$ cat config.mk
export PLATFORM = sky130hd
export DESIGN_NAME = rbsi_slab
export DESIGN_NICKNAME = d
export VERILOG_FILES = /design/src/rtl/rbsi_pkg.sv /design/src/rtl/rbsi_slab.sv
export SDC_FILE = /design/constraint.sdc
export NUM_CORES = 2
export LEC_CHECK = 0
export BUFFER_PORTS_ARGS = -buffer_cell sky130_fd_sc_hd__buf_4
export CORE_UTILIZATION = 35
export DETAILED_ROUTE_END_ITERATION = 7
export SLEW_MARGIN = 20
export SYNTH_ARGS = -nofsm -noshare
export SYNTH_HDL_FRONTEND = slang
export SYNTH_SLANG_ARGS = --single-unit
export TNS_END_PERCENT = 100
$ cat constraint.sdc
create_clock -name clk -period 7.65 [get_ports clk]
set_input_delay 0.765 -clock clk [delete_from_list [all_inputs] [get_ports clk]]
set_output_delay 0.765 -clock clk [all_outputs]
set_load 0.02 [all_outputs]
$ cat src/rtl/rbsi_pkg.sv
`default_nettype none
package rbsi_pkg;

  localparam int COEF_FRAC_BITS = 30;
  localparam int NUM_AXES = 3;
  localparam int NUM_PAIRS = 6;

  // Configuration register indexes.
  localparam logic [2:0] REG_LOW_X  = 3'd0;
  localparam logic [2:0] REG_LOW_Y  = 3'd1;
  localparam logic [2:0] REG_LOW_Z  = 3'd2;
  localparam logic [2:0] REG_HIGH_X = 3'd3;
  localparam logic [2:0] REG_HIGH_Y = 3'd4;
  localparam logic [2:0] REG_HIGH_Z = 3'd5;

  // Rotation matrix, row major, round(c * 2^30).
  localparam logic signed [31:0] ROT_Q30 [9] = '{
    32'sd988957600,  32'sd24388440,   32'sd417480028,
    32'sd49665,      32'sd1071907470, -32'sd62736576,
    -32'sd418191783, 32'sd57802114,   32'sd987266961
  };

  // Cross-axis pairs (i, k) for the test t1_i <= t2_k.
  localparam logic [1:0] PAIR_I [NUM_PAIRS] = '{2'd0, 2'd0, 2'd1, 2'd1, 2'd2, 2'd2};
  localparam logic [1:0] PAIR_K [NUM_PAIRS] = '{2'd1, 2'd2, 2'd0, 2'd2, 2'd0, 2'd1};

  typedef logic signed [63:0] wide_t;

  typedef struct packed {
    logic        zero;
    logic        neg;
    logic [63:0] mag;
  } snum_t;

  typedef struct packed {
    logic        dz;
    logic        in_slab;
    snum_t       n1;
    snum_t       n2;
    logic [63:0] dm;
  } slab_t;

  typedef struct packed {
    logic dz;
    logic in_slab;
    logic n1_zero;
    logic n1_neg;
    logic n2_zero;
    logic n2_neg;
  } meta_t;

  // Coefficient at COEF_FRAC_BITS fraction bits, rounded half up from Q1.30.
  function automatic logic signed [31:0] coef_at(input int idx);
    logic [63:0] u;
    logic [63:0] half;
    logic [63:0] bias;
    logic [63:0] r;
    bias = 64'd1 << 31;
    u = 64'(ROT_Q30[idx]) + bias;
    half = (64'd1 << (30 - COEF_FRAC_BITS)) >> 1;
    r = ((u + half) >> (30 - COEF_FRAC_BITS)) - (bias >> (30 - COEF_FRAC_BITS));
    return r[31:0];
  endfunction

endpackage
`default_nettype wire

$ cat src/rtl/rbsi_slab.sv
`default_nettype none
module rbsi_slab import rbsi_pkg::*; (
  input  wire logic               clk,
  input  wire logic               rst,
  input  wire logic               adv,
  input  wire logic               in_valid,
  input  wire wide_t              p [NUM_AXES],
  input  wire wide_t              d [NUM_AXES],
  input  wire logic signed [31:0] box_low [NUM_AXES],
  input  wire logic signed [31:0] box_high [NUM_AXES],
  output logic                    valid,
  output slab_t                   slab [NUM_AXES]
);

  logic        v4;
  logic        dz4 [NUM_AXES];
  logic        in4 [NUM_AXES];
  wide_t       a4 [NUM_AXES];
  wide_t       b4 [NUM_AXES];
  logic [63:0] dm4 [NUM_AXES];

  wide_t lo [NUM_AXES];
  wide_t hi [NUM_AXES];

  always_comb begin
    for (int i = 0; i < NUM_AXES; i++) begin
      lo[i] = wide_t'(box_low[i]) <<< COEF_FRAC_BITS;
      hi[i] = wide_t'(box_high[i]) <<< COEF_FRAC_BITS;
    end
  end

  function automatic snum_t to_snum(input wide_t x);
    snum_t s;
    s.zero = (x == '0);
    s.neg = x[63];
    s.mag = x[63] ? 64'(-x) : 64'(x);
    return s;
  endfunction

  always_ff @(posedge clk) begin
    if (rst) begin
      v4 <= 1'b0;
      valid <= 1'b0;
    end else if (adv) begin
      v4 <= in_valid;
      valid <= v4;
    end
  end

  always_ff @(posedge clk) begin
    if (adv) begin
      // Negating the direction flips the numerators, so one subtract serves.
      for (int i = 0; i < NUM_AXES; i++) begin
        dz4[i] <= (d[i] == '0);
        in4[i] <= (p[i] >= lo[i]) && (p[i] <= hi[i]);
        a4[i]  <= d[i][63] ? p[i] - lo[i] : lo[i] - p[i];
        b4[i]  <= d[i][63] ? p[i] - hi[i] : hi[i] - p[i];
        dm4[i] <= d[i][63] ? 64'(-d[i]) : 64'(d[i]);
      end
      for (int i = 0; i < NUM_AXES; i++) begin
        slab[i].dz      <= dz4[i];
        slab[i].in_slab <= in4[i];
        slab[i].dm      <= dm4[i];
        if (a4[i] > b4[i]) begin
          slab[i].n1 <= to_snum(b4[i]);
          slab[i].n2 <= to_snum(a4[i]);
        end else begin
          slab[i].n1 <= to_snum(a4[i]);
          slab[i].n2 <= to_snum(b4[i]);
        end
      end
    end
  end

endmodule
`default_nettype wire

# After elaboration in Yosys (flattened, before gate mapping)
# Memory sizes are Yosys's and may differ from the RTL's. A register that Yosys moved wholly into a read port is not among the register bits.
# Cells that the tools add are included.
# word_totals
register_bits,398
ram_bits,582
inputBits,580
n_memories,5
# op_classes
add_sub_neg,21
magnitude_cmp,9
mux,20
reduce_logical,12
# mem_list
memory,words,word_bits,rd,rd_ports_with_merged_regs,wr,line,rtl
a4,3,64,3,0,3,rbsi_slab.sv:18,wide_t a4 [NUM_AXES];
b4,3,64,3,0,3,rbsi_slab.sv:19,wide_t b4 [NUM_AXES];
dm4,3,64,3,3,3,rbsi_slab.sv:20,logic [63:0] dm4 [NUM_AXES];
dz4,3,1,3,3,3,rbsi_slab.sv:16,logic dz4 [NUM_AXES];
in4,3,1,3,3,3,rbsi_slab.sv:17,logic in4 [NUM_AXES];
# op_table
cell,count
two-way mux 64 bit,15
zero test 64 bit,9
negation 64 bit,9
two-way mux 132 bit,3
subtractor 62 x 64 -> 64 bit,6
subtractor 64 x 62 -> 64 bit,6
greater-or-equal comparator 64 x 62 -> 1 bit,3
> comparator 64 bit,3
<= comparator 64 x 62 -> 1 bit,3
logical AND 1 bit,3
two-way mux 1 bit,2

# Logic depth before layout (Yosys ltp)
# An unclocked memory read counts as a cell.
# logic_depth
ltp_word,4
ltp_mapped,14

# Worst setup path before layout
# OpenSTA, ideal clock, no wires.
# synth_timing
path_type,register to register
start,memory b4[0][63] (netlist bit)
end,register slab[591] (netlist bit) (data pin)
setup_ns,0.279
arrival_time_ns,3.612
t_required_ns,7.371
path_slack_ns,3.759
stages_incl_launch_ff,14
n_path_buf,4
period_less_slack_ns,3.891
cell_sequence,edfxtp_1 > clkbuf_1 > inv_1 > ha_1 > nand4_1 > nand4bb_1 > nand4bb_1 > o211ai_1 > nor4_1 > mux2i_1 > clkbuf_1 > clkbuf_1 > buf_1 > o21ai_0
# synth_lines
element,line,rtl
from (decl),rbsi_slab.sv:19,
to (decl),rbsi_slab.sv:12,output slab_t slab [NUM_AXES]

==> results <==
- The slew at the pin with the worst max-slew slack is 1090 ps.
- After floorplanning, the core was divided into 170 placement rows.
- The worst setup skew after layout is 53.1 ps.
- The number of pins with negative max-slew slack in the final report came to 0.
- The via count of the first global-routing pass is 63,345.
- In this run, the clock network consumes 26.2% of the power.
- The number of enable flip-flop cells after synthesis is 1,083.
- The peak fanout along the critical path is 62.
- In the post-synthesis netlist, the biggest area contributors are sky130_fd_sc_hd__edfxtp_1 43%, sky130_fd_sc_hd__ha_1 8.4%, sky130_fd_sc_hd__mux2i_1 5.2%, sky130_fd_sc_hd__xnor2_1 5.2%, sky130_fd_sc_hd__xor2_1 4.4%.
- The worst setup path is captured at a flip-flop.
- The average cell area after synthesis is 9.97 um^2.
- Using the TritonRoute via totals, the vias-per-cell ratio works out to 5.75.
- The CTS H-tree depth is 4.
- Data arrives at the worst endpoint at 5630 ps.
- Max-cap violations in this run came to 0.
- Setup repair after global routing left no endpoint under its margin.
- Summing all non-filler instances in the final layout gives an area of 91,800 um^2.
- The first-iteration detailed-routing DRC count is 7,023.
- Power spread over the standard cell area amounts to 269 nW/um^2.
- Clock latency on the worst-skew pair, taken at its later pin, is 830 ps.
- The net count of the finished layout is 9,701.
- In this run the critical register-to-register path is launched from b4[0][63].
- The type of the worst setup path is reg -> reg.
- The starting density of the core is 35.3%.
- For this design the static power due to leakage is 37.6 nW.
- The most used flip-flop cell after synthesis is sky130_fd_sc_hd__edfxtp_1.
- The die width is 467 um.
- In this run the worst hold path is classified as in -> reg.
- The first-pass GRT wire length is 467,000 um.
- The share of async-settable or async-resettable flops after synthesis is 0%.
- The top cell type by total area after synthesis is sky130_fd_sc_hd__edfxtp_1.
- The share of the synthesized area in the top cell type is 42.9%.
- In this run the clock root is driven by a sky130_fd_sc_hd__clkbuf_16.
- The internal power is 0.0152 W.
- The worst path needs 5100 ps of the cycle, external delays included.
- The path depth of the worst reg2reg path is 12.
- The initial antenna violation count is 108.
- The maximum root-to-sink buffer count is 3.
- The HPWL after detailed placement is 276,000 um.
- In the global route stage, met1 resource usage came out at 38.3%.
- The proportion of layout cells with a drive suffix above 1 is 17.6%.
- At the end of routability-driven placement, the weighted congestion stood at 0.987.
- After clock tree synthesis, the clock-pin slew on the worst setup and hold paths is 60 ps.
- For this run, the top clock speed supported by timing is 196 MHz.
- The die covers 218,000 um^2.
- The register-to-register setup slack is 2550 ps.
- The library cells used most frequently in the layout, excluding fill and tap cells, are 1,216 x sky130_fd_sc_hd__buf_4, 1,083 x sky130_fd_sc_hd__edfxtp_1, 593 x sky130_fd_sc_hd__a21oi_1.
- The power dissipated by switching net loads is 0.00942 W.
- Setup violations remaining at the end of the flow were counted as 0.
- Tracing the worst setup path back leads to its startpoint at b4[0][63].
- In this run the most used layer during global routing was met2.
- The count of port buffers added during placement is 1,174.
- The worst setup path is launched from a flip-flop.
- The share of the Yosys chip area taken by registers is 43.0%.
- The final global-route overflow total is 0.
- The total clock sinks is 1,085.
- The boundary pin count is 1,175.
- The synthesized netlist contains 84 unique library cells.
- For the final routed database, the setup TNS stands at 0 ps.
- The fill cell instance count of the final layout is 20,917.
- The flow ran to the end, and the final reports show no timing, DRC or antenna violations.
- The timing endpoint of the critical path is slab[475].
- The share of total power dissipated in combinational logic is 36.5%.
- The reg-to-reg critical path endpoint is slab[475].
- The post-route DRC violation count is 0.
- The final-report hold violation count was 0.
- The routed layout has 66,757 vias.
- Global routing consumed, over all layers together, 29.7% of the routing resources.
- Post-CTS timing repair inserted 0 buffers for setup.
- The most common library cell in the layout ignoring fill and taps is sky130_fd_sc_hd__buf_4.
- For this block, the routed nets add up to 338,000 um of wire.
- The worst-case IR drop observed on VDD is 0.177 mV.
- Sequential cells account for 37.3% of the total power.
- The instance count of the mapped netlist is 7,600.
- In this run the vertical extent of the chip is 467 um.
- For met3 alone, demand over resource in global routing was 6.21%.
- The worst slew margin relative to its limit is 26.7%.
- Summing all placed instances gives a cell area of 87,300 um^2.
- The net count after synthesis is 8,693.
- The routed wirelength normalized by instance count is 29.1 um.
- The core region area is 215,000 um^2.
- In the global route stage, met2 resource usage came out at 46.9%.
- The quantity of hold-fixing buffers added after cts is 0.
- Once detail routing completed, the nets flagged for antenna violations numbered 0.
- Of the available clock period, the critical path in the final layout requires 66.7%.
- The number of gates given a new drive strength after cts is 0.
- The number of clock buffers inserted by TritonCTS is 132.
- The total power consumption of the routed design is 0.0247 W.
- Synthesis inferred 1,085 register bits.
- Net switching is 38.2% of the power.
- From synthesis to final layout, the design area changed by 21.2%.
- STA puts the critical path data required time at 8180 ps.
- The total of warnings raised by yosys is 0.
- The first detailed-routing pass ran for 6 iterations.
- The synthesized netlist occupies a cell area of 75,800 um^2.
- The largest net degree at the start of global routing is 142.
- TritonCTS built the clock tree.
-- layer usage --
layer / up-vias / part of all wire, %
met4: 24 / 5.1
met2: 3082 / 46
met1: 32981 / 41
met3: 587 / 7.6
li1: 30083 / -
met5: - / 0.048
-- sequential cells by signal (all words and copies together) (netlist names) --
name	count
slab	591
a4	192
dm4	192
b4	102
dz4	3
in4	3
v4	1
valid	1
-- cell usage after synthesis, types with 12 or more instances --
cell type,number
sky130_fd_sc_hd__o211ai_1,42
sky130_fd_sc_hd__buf_1,67
sky130_fd_sc_hd__ha_1,507
sky130_fd_sc_hd__a2111oi_0,13
sky130_fd_sc_hd__or4_1,91
sky130_fd_sc_hd__o22ai_1,12
sky130_fd_sc_hd__a21boi_0,14
sky130_fd_sc_hd__o21a_1,35
sky130_fd_sc_hd__nor2_1,403
sky130_fd_sc_hd__nand4_1,138
sky130_fd_sc_hd__mux2_2,28
sky130_fd_sc_hd__nand3_1,107
sky130_fd_sc_hd__nand2b_1,46
sky130_fd_sc_hd__edfxtp_1,1083
sky130_fd_sc_hd__xnor2_1,446
sky130_fd_sc_hd__a21oi_1,593
sky130_fd_sc_hd__a211oi_1,70
sky130_fd_sc_hd__nor3_1,127
sky130_fd_sc_hd__nand3b_1,15
sky130_fd_sc_hd__or2_2,48
sky130_fd_sc_hd__a211o_1,19
sky130_fd_sc_hd__or3_1,121
sky130_fd_sc_hd__o31ai_1,150
sky130_fd_sc_hd__o41ai_1,69
sky130_fd_sc_hd__mux2i_1,393
sky130_fd_sc_hd__a31oi_1,60
sky130_fd_sc_hd__and3_1,20
sky130_fd_sc_hd__nor4_1,76
sky130_fd_sc_hd__o21bai_1,122
sky130_fd_sc_hd__nand2_1,592
sky130_fd_sc_hd__nor2b_1,36
sky130_fd_sc_hd__clkbuf_1,273
sky130_fd_sc_hd__inv_1,519
sky130_fd_sc_hd__xor2_1,383
sky130_fd_sc_hd__a221oi_1,24
sky130_fd_sc_hd__and4_1,16
sky130_fd_sc_hd__a21o_1,171
sky130_fd_sc_hd__and2_1,31
sky130_fd_sc_hd__o21ai_0,454
-- cell families (layout without fill, tap and decap cells) --
family | after synthesis | after routing | share of synthesized area, %
adder cells (fa/ha/maj) | 513 | 513 | 8.53
buffers and inverters | 870 | 1983 | 4.34
AO/OA/AOI/OAI | 1975 | 1975 | 16.5
flip-flops | 1085 | 1085 | 43.0
AND/OR/NAND/NOR | 1907 | 1907 | 12.5
multiplexers | 421 | 421 | 5.61
XOR/XNOR | 829 | 829 | 9.58
other | 0 | 67 | 0
-- critical path, cell delays in order, from the launching register on --
cell,delay [ps]
sky130_fd_sc_hd__edfxtp_1,320
sky130_fd_sc_hd__buf_4,560
sky130_fd_sc_hd__inv_1,310
sky130_fd_sc_hd__ha_1,450
sky130_fd_sc_hd__nand4_1,160
sky130_fd_sc_hd__nand4bb_1,190
sky130_fd_sc_hd__nand4bb_1,180
sky130_fd_sc_hd__o211ai_1,90
sky130_fd_sc_hd__nor4_1,750
sky130_fd_sc_hd__mux2_4,800
sky130_fd_sc_hd__buf_4,590
sky130_fd_sc_hd__mux2i_1,280
sky130_fd_sc_hd__xor2_1,90
-- final cells by class --
class,instances,area [um^2],share of cell area [%]
Multi-Input combinational cell,5645,40000,43.5
Sequential cell,1085,32600,35.5
Timing Repair Buffer,1225,9300,10.1
Tap cell,2838,3550,3.87
Clock buffer,158,3490,3.81
Inverter,519,1950,2.12
Clock inverter,81,843,0.918
Antenna cell,67,168,0.183
-- power by group through the flow --
stage                     Sequential (W)  Clock, W  Combinational [W]
after floorplan                  0.00966         0            0.00437
after global placement           0.00930         0            0.00885
after detailed placement         0.00928         0            0.00894
after CTS                        0.00919   0.00656            0.00897
after global routing             0.00927   0.00676            0.00956
final                            0.00921   0.00646            0.00900
-- metrics by stage --
stage,utilization [%],hold WS (ps),instances,setup slack (ps)
floorplan,-,400,7600,3760
global placement,40.6,401,11312,2740
detailed placement,40.6,405,11312,2600
CTS,42.7,55.7,11551,2580
global route,42.7,76.6,11604,2260
finish,42.7,125,11618,2550
-- worst min path at each step --
stage	start	end	slack [ps]	cells past startpoint
after floorplan	dm4[0][128]	slab[0]	400	0
after global placement	dm4[0][89]	slab[223]	400	0
after detailed placement	dm4[0][67]	slab[201]	400	0
after CTS	rst	valid	60	2
after global routing	rst	valid	80	2
final	rst	valid	120	2
(Power assumes the default switching activity.)
